===== config.mk =====
export PLATFORM = sky130hd
export DESIGN_NAME = trace_capture_window_controller_top
export DESIGN_NICKNAME = d
export VERILOG_FILES = /design/src/sv/tcwc_pkg.sv /design/src/sv/tcwc_core.sv /design/src/sv/trace_capture_window_controller_top.sv
export SDC_FILE = /design/constraint.sdc
export NUM_CORES = 1
export LEC_CHECK = 0
export ABC_AREA = 1
export ABC_CLOCK_PERIOD_IN_PS = 4380
export BUFFER_PORTS_ARGS = -buffer_cell sky130_fd_sc_hd__buf_2
export CORE_ASPECT_RATIO = 2
export CORE_MARGIN = 2
export CORE_UTILIZATION = 55
export CTS_CLUSTER_DIAMETER = 60
export DETAILED_ROUTE_END_ITERATION = 10
export PLACE_DENSITY = 0.75
export SLEW_MARGIN = 30
export SYNTH_ARGS = -nofsm -noshare
export SYNTH_HDL_FRONTEND = slang
export SYNTH_HIERARCHICAL = 1
export SYNTH_SLANG_ARGS = --single-unit
export TNS_END_PERCENT = 10

===== constraint.sdc =====
create_clock -name clk -period 4.38 [get_ports clk]
set_input_delay 0.657 -clock clk [delete_from_list [all_inputs] [get_ports clk]]
set_output_delay 0.657 -clock clk [all_outputs]
set_load 0.05 [all_outputs]

===== src/sv/tcwc_pkg.sv =====
// tcwc_pkg: shared types, codes and field widths for the trace capture
// window controller. No dependencies; used by the core, the top level and
// the checker.
package tcwc_pkg;

  localparam int CMD_W     = 3;
  localparam int STATUS_W  = 2;
  localparam int STATE_W   = 3;
  localparam int INDEX_W   = 16;
  localparam int FRAMES_W  = 16;
  localparam int TICKS_W   = 32;
  localparam int COUNT_W   = 32;
  localparam int CFG_IDX_W = 1;
  localparam int CFG_DAT_W = 32;

  localparam int IN_TDATA_W  = 8;
  localparam int OUT_TDATA_W = 24;

  // output word layout, lowest bit up
  localparam int OUT_STATUS_LSB = 0;
  localparam int OUT_FIN_LSB    = OUT_STATUS_LSB + STATUS_W;
  localparam int OUT_STATE_LSB  = OUT_FIN_LSB + 1;
  localparam int OUT_INDEX_LSB  = OUT_STATE_LSB + STATE_W;

  localparam logic [CFG_IDX_W-1:0] REG_CAPTURE_FRAMES = 1'd0;
  localparam logic [CFG_IDX_W-1:0] REG_CAPTURE_TICKS  = 1'd1;

  localparam logic [FRAMES_W-1:0] CAPTURE_FRAMES_RST = 16'd1;
  localparam logic [TICKS_W-1:0]  CAPTURE_TICKS_RST  = 32'd1000;

  typedef enum logic [STATE_W-1:0] {
    ST_UNKNOWN   = 3'd0,
    ST_IDLE      = 3'd1,
    ST_TRIGGERED = 3'd2,
    ST_TRACING   = 3'd3,
    ST_FINISHED  = 3'd4
  } trc_state_t;

  typedef enum logic [CMD_W-1:0] {
    CMD_NEW_FRAME     = 3'd0,
    CMD_TICK          = 3'd1,
    CMD_TRIGGER       = 3'd2,
    CMD_POLL          = 3'd3,
    CMD_COLLECT       = 3'd4,
    CMD_RESET_TRACE   = 3'd5,
    CMD_RESET_SESSION = 3'd6
  } cmd_t;

  typedef enum logic [STATUS_W-1:0] {
    RES_OK    = 2'd0,
    RES_WRONG = 2'd1,
    RES_HOOK  = 2'd2
  } status_t;

  typedef struct packed {
    logic [INDEX_W-1:0] capture_index;
    logic [STATE_W-1:0] state_now;
    logic               finished;
    logic [STATUS_W-1:0] status;
  } result_t;

endpackage


===== src/sv/tcwc_core.sv =====
// tcwc_core: capture state, counters and the per-event transition logic.
// One event is applied per cycle on fire. Depends on tcwc_pkg.
module tcwc_core (
  input  logic                          clk,
  input  logic                          rst_n,
  input  logic                          fire,
  input  logic [tcwc_pkg::CMD_W-1:0]    cmd,
  input  logic                          hook_ok,
  input  logic [tcwc_pkg::FRAMES_W-1:0] capture_frames,
  input  logic [tcwc_pkg::TICKS_W-1:0]  capture_ticks,
  output tcwc_pkg::result_t             res
);
  import tcwc_pkg::*;

  trc_state_t         state_r, state_nxt;
  logic               pend_frame_r, pend_frame_nxt;
  logic               act_frame_r, act_frame_nxt;
  logic [COUNT_W-1:0] frame_cnt_r, frame_cnt_nxt;
  logic [COUNT_W-1:0] tick_cnt_r, tick_cnt_nxt;
  logic [COUNT_W-1:0] start_frame_r, start_frame_nxt;
  logic [COUNT_W-1:0] start_tick_r, start_tick_nxt;
  logic [COUNT_W-1:0] limit_r, limit_nxt;
  logic [INDEX_W-1:0] session_r, session_nxt;
  logic [INDEX_W-1:0] act_index_r, act_index_nxt;

  status_t            status;
  logic               fin;
  logic [INDEX_W-1:0] idx;
  logic               do_adv;
  logic [COUNT_W-1:0] span;

  always_comb begin
    state_nxt       = state_r;
    pend_frame_nxt  = pend_frame_r;
    act_frame_nxt   = act_frame_r;
    frame_cnt_nxt   = frame_cnt_r;
    tick_cnt_nxt    = tick_cnt_r;
    start_frame_nxt = start_frame_r;
    start_tick_nxt  = start_tick_r;
    limit_nxt       = limit_r;
    session_nxt     = session_r;
    act_index_nxt   = act_index_r;
    status          = RES_OK;
    fin             = 1'b0;
    idx             = '0;
    do_adv          = 1'b0;

    case (cmd_t'(cmd))
      CMD_NEW_FRAME: begin
        frame_cnt_nxt  = frame_cnt_r + COUNT_W'(1);
        pend_frame_nxt = 1'b1;
        do_adv         = 1'b1;
      end
      CMD_TICK: begin
        tick_cnt_nxt = tick_cnt_r + COUNT_W'(1);
      end
      CMD_TRIGGER: begin
        if (state_r != ST_IDLE) begin
          status = RES_WRONG;
        end else begin
          state_nxt = ST_TRIGGERED;
          // duration mode starts straight away
          do_adv    = !pend_frame_r;
        end
      end
      CMD_POLL: begin
        if (state_r inside {ST_IDLE, ST_UNKNOWN}) begin
          status = RES_WRONG;
        end else if (state_r == ST_TRIGGERED) begin
          fin = 1'b0;
        end else if (act_frame_r || state_r == ST_FINISHED) begin
          fin = (state_r == ST_FINISHED);
        end else begin
          // duration capture still tracing: check its end, answer 0
          do_adv = 1'b1;
        end
      end
      CMD_COLLECT: begin
        if (state_r != ST_FINISHED) begin
          status = RES_WRONG;
        end else if (!hook_ok) begin
          state_nxt = ST_UNKNOWN;
          status    = RES_HOOK;
        end else begin
          idx         = act_index_r;
          session_nxt = session_r + INDEX_W'(1);
          state_nxt   = ST_IDLE;
        end
      end
      CMD_RESET_TRACE: begin
        state_nxt = ST_IDLE;
      end
      CMD_RESET_SESSION: begin
        state_nxt      = ST_IDLE;
        session_nxt    = '0;
        frame_cnt_nxt  = '0;
        pend_frame_nxt = 1'b0;
      end
      default: begin
      end
    endcase

    span = act_frame_r ? (frame_cnt_nxt - start_frame_r) : (tick_cnt_r - start_tick_r);

    // start or end check of the capture, on the already-updated counters
    if (do_adv) begin
      if (state_nxt == ST_TRIGGERED) begin
        if (!hook_ok) begin
          state_nxt = ST_UNKNOWN;
          status    = RES_HOOK;
        end else begin
          act_frame_nxt   = pend_frame_nxt;
          limit_nxt       = pend_frame_nxt ? {{(COUNT_W-FRAMES_W){1'b0}}, capture_frames}
                                           : capture_ticks;
          act_index_nxt   = session_r;
          start_frame_nxt = frame_cnt_nxt;
          start_tick_nxt  = tick_cnt_r;
          state_nxt       = ST_TRACING;
        end
      end else if (state_nxt == ST_TRACING && span >= limit_r) begin
        if (!hook_ok) begin
          state_nxt = ST_UNKNOWN;
          status    = RES_HOOK;
        end else begin
          state_nxt = ST_FINISHED;
        end
      end
    end
  end

  always_ff @(posedge clk) begin
    if (!rst_n) begin
      state_r       <= ST_IDLE;
      pend_frame_r  <= 1'b0;
      act_frame_r   <= 1'b0;
      frame_cnt_r   <= '0;
      tick_cnt_r    <= '0;
      start_frame_r <= '0;
      start_tick_r  <= '0;
      limit_r       <= '0;
      session_r     <= '0;
      act_index_r   <= '0;
    end else if (fire) begin
      state_r       <= state_nxt;
      pend_frame_r  <= pend_frame_nxt;
      act_frame_r   <= act_frame_nxt;
      frame_cnt_r   <= frame_cnt_nxt;
      tick_cnt_r    <= tick_cnt_nxt;
      start_frame_r <= start_frame_nxt;
      start_tick_r  <= start_tick_nxt;
      limit_r       <= limit_nxt;
      session_r     <= session_nxt;
      act_index_r   <= act_index_nxt;
    end
  end

  assign res.status        = status;
  assign res.finished      = fin;
  assign res.state_now     = state_nxt;
  assign res.capture_index = idx;

endmodule


===== src/sv/trace_capture_window_controller_top.sv =====
// trace_capture_window_controller_top: stream ports, input and output word
// registers and the configuration registers around tcwc_core.
// Depends on tcwc_pkg and tcwc_core.
//
//   port group  dir  fields (lowest bit up)
//   in_*        in   tdata: cmd[2:0], hook_ok[3], zeros[7:4]
//   out_*       out  tdata: status[1:0], finished[2], state_now[5:3],
//                    capture_index[21:6], zeros[23:22]
//   cfg_*       in   index 0 capture_frames, 1 capture_ticks
//
// One event per cycle sustained while the output is accepted; a result goes from
// the input register through the core logic into the output register, and is
// held there until out_tready takes it.
// Every event updates the state in the cycle it leaves the input register.
// rst_n is synchronous: idle state, counters cleared, registers to defaults.
// A stalled output holds its word; the input register still takes one more.
module trace_capture_window_controller_top (
  input  logic                            clk,
  input  logic                            rst_n,
  input  logic                            in_tvalid,
  output logic                            in_tready,
  input  logic [tcwc_pkg::IN_TDATA_W-1:0] in_tdata,    // cmd, hook_ok
  output logic                            out_tvalid,
  input  logic                            out_tready,
  output logic [tcwc_pkg::OUT_TDATA_W-1:0] out_tdata,  // status, finished, state_now, capture_index
  input  logic                            cfg_we,
  input  logic [tcwc_pkg::CFG_IDX_W-1:0]  cfg_index,
  input  logic [tcwc_pkg::CFG_DAT_W-1:0]  cfg_wdata
);
  import tcwc_pkg::*;

  logic                in_valid_r;
  logic [CMD_W-1:0]    in_cmd_r;
  logic                in_hook_r;
  logic                out_valid_r;
  result_t             out_res_r;
  logic [FRAMES_W-1:0] cap_frames_r;
  logic [TICKS_W-1:0]  cap_ticks_r;
  logic                advance;
  logic                fire;
  result_t             res;

  assign advance   = !out_valid_r || out_tready;
  assign fire      = in_valid_r && advance;
  assign in_tready = !in_valid_r || advance;

  always_ff @(posedge clk) begin
    if (!rst_n) begin
      cap_frames_r <= CAPTURE_FRAMES_RST;
      cap_ticks_r  <= CAPTURE_TICKS_RST;
    end else if (cfg_we) begin
      case (cfg_index)
        REG_CAPTURE_FRAMES: cap_frames_r <= cfg_wdata[FRAMES_W-1:0];
        REG_CAPTURE_TICKS:  cap_ticks_r  <= cfg_wdata[TICKS_W-1:0];
        default: begin
        end
      endcase
    end
  end

  always_ff @(posedge clk) begin
    if (!rst_n) begin
      in_valid_r  <= 1'b0;
      out_valid_r <= 1'b0;
    end else begin
      if (in_tvalid && in_tready) begin
        in_valid_r <= 1'b1;
      end else if (fire) begin
        in_valid_r <= 1'b0;
      end
      if (fire) begin
        out_valid_r <= 1'b1;
      end else if (out_tready) begin
        out_valid_r <= 1'b0;
      end
    end
  end

  always_ff @(posedge clk) begin
    if (in_tvalid && in_tready) begin
      in_cmd_r  <= in_tdata[CMD_W-1:0];
      in_hook_r <= in_tdata[CMD_W];
    end
    if (fire) begin
      out_res_r <= res;
    end
  end

  tcwc_core u_core (
    .clk            (clk),
    .rst_n          (rst_n),
    .fire           (fire),
    .cmd            (in_cmd_r),
    .hook_ok        (in_hook_r),
    .capture_frames (cap_frames_r),
    .capture_ticks  (cap_ticks_r),
    .res            (res)
  );

  assign out_tvalid = out_valid_r;
  assign out_tdata  = {{(OUT_TDATA_W-$bits(result_t)){1'b0}}, out_res_r};

endmodule


Word-level counts from Yosys, hierarchy flattened
Index checks and enable logic that the tools add are counted.

Add/sub/neg operators: 5. Order comparisons: 1. Eq/ne operators: 15. Mux-type cells: 34. Bitwise operators: 5. Reductions and logical operators: 23.

Operator list (count): adder 32 x 1 -> 32 bit (second input constant) (2); two-way mux 32 bit (2); case mux 32 bit (2 select lines) (1); subtractor 32 bit (2); greater-or-equal comparator 32 bit (1); two-way mux 16 bit (2); case mux 16 bit (2 select lines) (1); two-way mux 3 bit (6); adder 16 x 1 -> 16 bit (second input constant) (1); == test 3 x 2 -> 1 bit (second input constant) (5); two-way mux 2 bit (7); == test 3 bit (second input constant) (4); two-way mux 1 bit (11); case mux 3 bit (3 select lines) (1); AND reduction 4 bit (2); nonzero test 2 bit (4); == test 3 x 1 -> 1 bit (second input constant) (2); zero test 3 bit (2); case mux 2 bit (3 select lines) (1); AND reduction 2 bit (3); inverter 1 bit (5); inequality test 2 bit (second input constant) (2); OR reduction 4 bit (1); logical AND 1 bit (3); other kinds (8) (12).

Register bits after elaboration: 273. Output and inout bits: 26.

Logic depth before layout (Yosys ltp)
Gate-level depths: netlist of run 1.

Word-level depth: 9. Mapped depth: 36. Depth with buffers taken out: 35.

Hierarchy
Netlist of run 1, hierarchy kept.

By module, submodules not included: tcwc_core (instances 1, cells each 2263, area an instance 14352.5 µm², sequential area each 3943.8 µm²); trace_capture_window_controller_top (instances 1, cells each 284, area an instance 2693.8 µm², sequential area each 1781.7 µm²).

Worst setup path before layout of run 1
No wires, ideal clock.

Path kind: register -> register. Start: register in_cmd_r[1]. End: register out_res_r, in the netlist out_tdata[5] (data pin). Setup time: 0.251 ns. Arrival: 4.132 ns. Required time: 4.129 ns. Path slack: -0.003 ns. Cell stages (with the launch flop): 33. Cell sequence: edfxtp_1 -> buf_2 -> nor2_4 -> nand2_2 -> inv_1 -> buf_2 -> o21ai_0 -> ha_1 -> fa_1 -> inv_1 -> nand2_1 -> o21ai_0 -> a21oi_1 -> o21ai_0 -> nand2_1 -> nand2_1 -> nor2_1 -> nor2_1 -> nand2_1 -> nand3_1 -> nand2_1 -> ha_1 -> nand2_1 -> nor2_1 -> nand4_1 -> nor2_1 -> nand4_1 -> nand3_1 -> nand2_1 -> nand2_1 -> nand2_1 -> nand2_1 -> inv_1.

RTL lines: from (decl) (RTL line trace_capture_window_controller_top.sv:33) `logic [CMD_W-1:0] in_cmd_r;`; from (signal assigned) (RTL line trace_capture_window_controller_top.sv:81) `in_cmd_r <= in_tdata[CMD_W-1:0];`; to (signal assigned) (RTL line trace_capture_window_controller_top.sv:85) `out_res_r <= res;`; to (decl) (RTL line trace_capture_window_controller_top.sv:36) `result_t out_res_r;`.

==> results of run 1 <==
[path summary, 6_finish.rpt]
| path | startpoint | endpoint | slack, ns | cells past startpoint |
|---|---|---|---|---|
| hold / removal | in_tdata[0] | in_cmd_r[0] | 0.27 | 1 |
| hold reg to reg | u_core/start_tick_r[9] | u_core/start_tick_r[9] | 0.46 | 2 |
| setup / recovery | in_cmd_r[1] | out_tdata[5] | -0.26 | 35 |
| setup reg to reg | in_cmd_r[1] | out_tdata[5] | -0.26 | 35 |
[area by class of cell]
cell class / instances / area (sq um)
clock buffers: 41 / 831
multi-input cells: 1809 / 9860
fillers: 2740 / 10200
flip-flops and latches: 273 / 5730
repair buffers: 292 / 2060
clock inverters: 5 / 67.6
well taps: 372 / 465
inverters: 377 / 1420
[worst register-to-register path: cells and delay by family (launching register included)]
| family | cells | cell delay [ns] |
|---|---|---|
| compound gates | 1 | 0.08 |
| fa+ha+maj | 2 | 0.65 |
| buf+inv | 5 | 0.56 |
| flops | 1 | 0.46 |
| simple gates | 27 | 2.67 |
[cells in the mapped netlist, drive strengths merged, types with 12 or more instances]
| cell type | number |
|---|---|
| a21oi | 275 |
| a22oi | 19 |
| a31oi | 22 |
| buf | 42 |
| clkbuf | 47 |
| dfxtp | 247 |
| edfxtp | 26 |
| ha | 97 |
| inv | 372 |
| nand2 | 501 |
| nand3 | 161 |
| nand4 | 34 |
| nor2 | 278 |
| nor3 | 59 |
| o21a | 14 |
| o21ai | 246 |
| o21bai | 14 |
| or2 | 13 |
| xnor2 | 12 |
[report_power, final]
part / switching, uW / internal [uW] / total, uW
clock network: 983 / 1360 / 2350
logic: 803 / 571 / 1370
registers: 43.7 / 2590 / 2630
total: 1830 / 4520 / 6350
[cell families (layout without fill, tap and decap cells)]
kind of cell,Yosys count,after routing,synth area share [%]
muxes,1,1,0.0587
adders and majority gates,99,99,7.35
xor gates and xnor gates,23,23,1.18
AOI/OAI and AO/OA,617,617,19.4
DFF,273,273,33.6
and+or+nand+nor,1067,1067,27.1
other,1,2,0.0220
buffers and inverters,466,715,11.3
[per-stage QoR]
stage / TNS, ns / worst slack [ns] / std cells
2_1_floorplan: 0 / 0.108 / 2548
3_3_place_gp: -2.86 / -0.473 / 3114
3_5_place_dp: -3.41 / -0.510 / 3114
4_1_cts: -0.878 / -0.178 / 3166
5_1_grt: -3.97 / -0.612 / 3169
6_report: -1.56 / -0.263 / 3169
[timing repair]
action,in CTS,in global routing
pin swaps,27,19
hold buffers,0,0
buffers inserted,6,3
setup endpoints to repair,7,7
resized for setup,69,60
[per-layer routing]
| metal | up-vias | wire length (um) | track usage (%) |
|---|---|---|---|
| li1 | 8871 | - | - |
| met1 | 7916 | 20600 | 37.3 |
| met2 | 491 | 23700 | 51.1 |
| met3 | 114 | 2380 | 3.78 |
| met4 | 0 | 1830 | 11.8 |
| met5 | - | 0 | 0 |
[state kept, by name (all words and copies together), names as in the netlist, 3 cells and up]
name                  cells
cap_frames_r             16
cap_ticks_r              32
in_cmd_r                  3
out_tdata                22
u_core/act_index_r       16
u_core/frame_cnt_r       32
u_core/limit_r           32
u_core/session_r         16
u_core/start_frame_r     32
u_core/start_tick_r      32
u_core/state_r            3
u_core/tick_cnt_r        32
==> impl.org, run 1 <==
** Finish
- Leaving out fill and tap cells, the most frequent cells in the layout are nand2_1 (481), inv_1 (362), a21oi_1 (259).
- The library cell used most frequently in the layout, excluding fill and tap cells, is nand2_1.
- The net count of the finished layout is 2924.
- The repair_antennas step left the layout with diodes totalling 0.
- Post-route standard cell area excluding fillers :: 20400 sq um
- Compared with the post-synthesis result, the final layout area differs by 19.9%.
- Post-route core utilization :: 66.7%
- Of the cells placed in the final design, the portion with a size suffix greater than 1 is 17.1%.

** Power and ir drop
- Maximum VDD drop :: 0.000419 V
- For this design the static power due to leakage is 0.00958 uW.
- Overall Power :: 6350 uW
- Ratio of total power to cell area :: 311 nW/um^2

** Synth
- Number of flops mapped to enable cells by yosys :: 26
- Prevailing post-synth register cell :: dfxtp_1
- Summed over its instances, the top area cell type makes up 29.0% of the synthesized netlist area.
- Synth cell types :: 55
- Gate Count Post-Synth :: 2547
- The biggest area contributor in the post-synthesis netlist is dfxtp_1.
- Syn avg cell area :: 6.69 sq um
- The synthesized netlist occupies a cell area of 17000 sq um.
- For this run, the number of Yosys warnings is 6.
- Sequential elements use 33.6% of the synthesized area.
- Async S/R FF share, synth :: 0%
- Leading post-synthesis cells by cell area :: dfxtp_1 (29%), nand2_1 (11%), a21oi_1 (8.0%)
- Total of flip-flops plus latches after synthesis :: 273

** Clock network
- Worst-Skew Late Latency :: 0.56 ns
- The root buffer cell chosen for the clock tree is clkbuf_16.
- Clock-pin slew was measured on the worst setup and hold paths at 0.06 ns.
- The clock passes through at most 3 buffers.
- Clock tree synthesis inserted a total of 26 buffers.
- Number of clock sinks :: 273
- TritonCTS built the clock tree.
- In this run the number of H-tree levels came out at 1.

** Outcome
- Violated checks :: setup timing
- Status :: finished with violations

** Critical path
- Arrival time of the worst setup path :: 4.97 ns
- Worst path max stage delay :: 0.46 ns
- CP bufs+invs :: 5
- Slowest cell on the critical path :: edfxtp_1
- Broken down by cell family, the worst path's largest delay share belongs to simple AND/OR/NAND/NOR gates.
- Endpoint class of the critical path :: register
- Crit-path max FO :: 5
- At the worst endpoint, the required time is 4.70 ns.
- In this design, the critical path's most frequently occurring cell is nand2_1.
- The critical path in this run is classified as register to register.
- Crit path launch type :: register

** Drt
- Antenna Nets Post-Route :: 0
- After detailed routing, the total wire length is 48500 um.
- Dividing the detail-routed wire length by the instance count gives 15.3 um.
- In this run, the number of DRC markers left after iteration 0 of detailed routing was 1155.
- The first detailed-routing pass ran for 6 iterations.
- Residual DRC count :: 0
- For this block, the via count after detailed routing is 17400.
- After detailed routing, the number of vias per cell comes to 5.49.

** Timing
- Max-slew violation count :: 0
- Hold_ws :: 0.265 ns
- Ratio of final minimum period to clock period :: 106%
- Hold Fails Final Rpt :: 0
- At the pin with the least slew margin, the transition time is 0.805 ns.
- Setup repair after global routing missed its margin :: yes
- Timing would allow up to 215 MHz.
- Min setup slack post-route :: -0.263 ns
- Tmin final :: 4.64 ns
- Worst slew margin :: 46.3%
- Final setup viols :: 7
- For the final database, setup skew stands at 0.0253 ns.

** Floorplan
- The initial utilization of the core area, before any placement, comes to 55.7%.
- Die boundary height :: 253 um
- The floorplan has 91 rows.
- Chip width :: 128 um
- Placeable core area :: 30600 sq um
- Total Die Area :: 32500 sq um
- Count of pins on the block boundary :: 72

** Global routing
- Initial antenna violation count :: 0
- Total global routing overflow :: 0
- Maximum number of pins on one net before global-route repair :: 97
- Wire length of the first global-routing pass :: 79100 um
- The via count of the first global-routing pass came to 16500.
- GRT Overall Usage :: 29.7%

** Place
- Global placement routability congestion :: 0.933
- Buffers placed on the I/O ports in this run total 65.
- Final HPWL from detailed placement :: 36000 um
- In this run the cell area measured after placement is 19000 sq um.

** Job
- Max-Cap Viols :: 0

** Min path
- Class of the most critical hold timing path :: input pin to register
Note: power is estimated with default switching activity, not from simulation.
==> inputs of run 2 (changes only) <==
Settings changed: ABC_CLOCK_PERIOD_IN_PS 4380 to 4900, PLACE_DENSITY 0.75 to 0.72.
Clock period 4.38 ns to 4.9 ns, I/O delays scaled along.
==> impl.org, run 2 (synthesis results as in run 1) <==
** Clock network
- Number of clock sinks :: 273 (unchanged)
- The clock-pin slew reported for the worst setup and hold paths after clock tree synthesis was 0.07 ns (about the same).
- CTS Root Cell :: clkbuf_16
- The clock insertion delay at the later pin of the skew report was 0.57 ns (about the same).
- The maximum buffer depth of the clock tree was 3 (unchanged).
- The number of levels in the clock H-tree came to 1 (unchanged).
- TritonCTS built the clock tree.
- Num CTS Buffers :: 26 (unchanged)
- Hold-fix buffers at CTS :: 0 (unchanged)

** Power and ir drop
- Overall Power :: 5710 uW (-10%)
- The maximum vdd drop came to 0.000286 V (-32%).
- Ratio of total power to cell area :: 286 nW/um^2 (-8.1%)
- Leakage component of the power :: 0.00924 uW (-3.5%)

** Critical path
- By startpoint and endpoint, the worst setup path is classified as register to register.
- Arrival time of the worst setup path :: 5.01 ns (+0.04 ns)
- Endpoint class of the critical path :: register
- Worst Path Required :: 5.23 ns (+0.53 ns)
- The largest fanout on the critical path was 4 (-1).
- Slowest cell on the critical path :: dfxtp_1
- Worst path max stage delay :: 0.41 ns (-0.05 ns)
- Crit path launch type :: register

** Place
- The cell count after placement is 3040 (-2.4%).
- Final HPWL from detailed placement :: 35200 um (-2.2%)
- The routability-driven placement congestion ratio was 0.952 (+2.0%).
- The total placed instance area is 18400 sq um (-3.0%).
- The number of buffers inserted by port buffering came to 65 (unchanged).

** Global routing
- The wire length of the first global-routing pass is 75200 um (-5.0%).
- The total congestion overflow after global routing is 0 (unchanged).
- Number of global-route vias before repair :: 15400 (-6.5%)
- Maximum number of pins on one net before global-route repair :: 81 (-16%)
- GRT Overall Usage :: 28.3% (-1.4 points)
- Initial antenna violation count :: 0 (unchanged)

** Finish
- Number of nets in the finished design :: 2855 (-2.4%)
- Number of cells in the finished layout apart from fillers :: 3102 (-2.1%)
- Leaving out fill and tap cells, the most frequent cell in the layout is nand2_1.
- Post-route standard cell area excluding fillers :: 20000 sq um (-2.2%)
- Fraction of final layout cells sized beyond drive strength 1 :: 16.4% (-0.72 points)
- Compared with the post-synthesis result, the final layout area differs by 17.2%.
- Commonest cells after routing, fill and taps aside :: nand2_1 (472), inv_1 (352), a21oi_1 (254)
- Total inserted antenna cells :: 0 (unchanged)

** Drt
- The detailed-route wire length per cell came to 15.3 um (-0.27%).
- Drt pass-1 iters :: 6 (unchanged)
- The total length of routed met2 wires is 23500 um (-0.93%).
- Antenna Nets Post-Route :: 0 (unchanged)
- The highest metal layer carrying signal wires in the routed design is met4.
- Routed via count divided by cell count :: 5.43 (-1.1%)
- The DRC violation total after the first TritonRoute iteration was 1143 (-1.0%).
- The met3 wire length was 2120 um (-11%).
- The count of unresolved DRC violations after routing was 0 (unchanged).
- The total via count after detailed routing was 16800 (-3.2%).
- Metal-1 WL :: 20300 um (-1.5%)
- The routed wire length was 47300 um (-2.4%).

** Timing
- The portion of the clock cycle consumed by the worst path in the final layout was 95.6% (-10 points).
- The final hold violation count was 0 (unchanged).
- Tmin final :: 4.69 ns (+0.0434 ns)
- Max Clk Rate :: 213 MHz (-0.93%)
- The worst slew slack as a fraction of its limit was 47.8% (+1.5 points).
- Setup repair after global routing missed its margin :: yes
- The slew at the pin with the worst max-slew slack came to 0.782 ns (-0.0223 ns).
- Max-slew violation count :: 0 (unchanged)
- Final setup viols :: 0 (-7)
- Worst setup skew after layout :: 0.0154 ns (-0.00997 ns)
- The final worst hold slack was 0.346 ns (+0.0806 ns).

** Floorplan
- Die boundary height :: 253 um (unchanged)
- Starting density of the core :: 55.7% (unchanged)
- Placeable core area :: 30600 sq um (unchanged)
- Count of pins on the block boundary :: 72 (unchanged)
- Chip width :: 128 um (unchanged)
- Total Die Area :: 32500 sq um (unchanged)
- The count of standard-cell rows came to 91 (unchanged).

** Min path
- In this run the worst hold path is classified as input pin to register.

** Job
- Max-Cap Viols :: 0 (unchanged)

** Outcome
- The run finished with clean final reports.
## run 2: area by class of cell
| class | count | area [sq um] |
|---|---|---|
| Clock inverter | 15 | 216 |
| Inverter | 377 | 1420 |
| Multi-Input combinational cell | 1809 | 9910 |
| Sequential cell | 273 | 5740 |
| Fill cell | 2820 | 10600 |
| Clock buffer | 33 | 717 |
| Tap cell | 372 | 465 |
| Timing Repair Buffer | 223 | 1520 |
## run 2: routing by layer
layer,global-route usage [%],vias to the layer above
li1,-,8731
met1,36.1,7648
met2,49.2,383
met3,2.73,81
met4,10.3,0
met5,0,-
## run 2: through the flow
stage	setup TNS, ns	util, %	setup slack [ns]
after CTS	0	63.2	0.0300
final	0	65.2	0.214
after detailed placement	-0.0819	60.1	-0.0582
after floorplan	0	-	0.517
after global routing	-0.335	65.2	-0.108
after global placement	-0.0251	60.1	-0.0251
## run 2: power breakdown
| part | internal [uW] | switching (uW) |
|---|---|---|
| clock | 1260 | 920 |
| sequential | 2310 | 45.4 |
| combinational | 465 | 702 |
## run 2: final timing paths
check	startpoint	to	slack [ns]	cells after the start
max	u_core/frame_cnt_r[6]	out_tdata[5]	0.21	33
min	in_tdata[3]	in_hook_r	0.35	1
max reg2reg	u_core/frame_cnt_r[6]	out_tdata[5]	0.21	33
min reg2reg	u_core/start_tick_r[30]	u_core/start_tick_r[30]	0.46	2
## run 2: what timing repair did
action,in CTS,in global routing
pin swaps,0,56
endpoints found under the setup margin,6,7
gates resized for setup,4,163
setup buffers,0,14
## run 2: worst max-delay path: cells and delay by family, from the launching register on
kind | cells | cell delay (ns)
adders and majority gates | 2 | 0.69
buffers and inverters | 7 | 0.75
AOI/OAI and AO/OA | 3 | 0.27
DFF | 1 | 0.41
and+or+nand+nor | 21 | 2.32
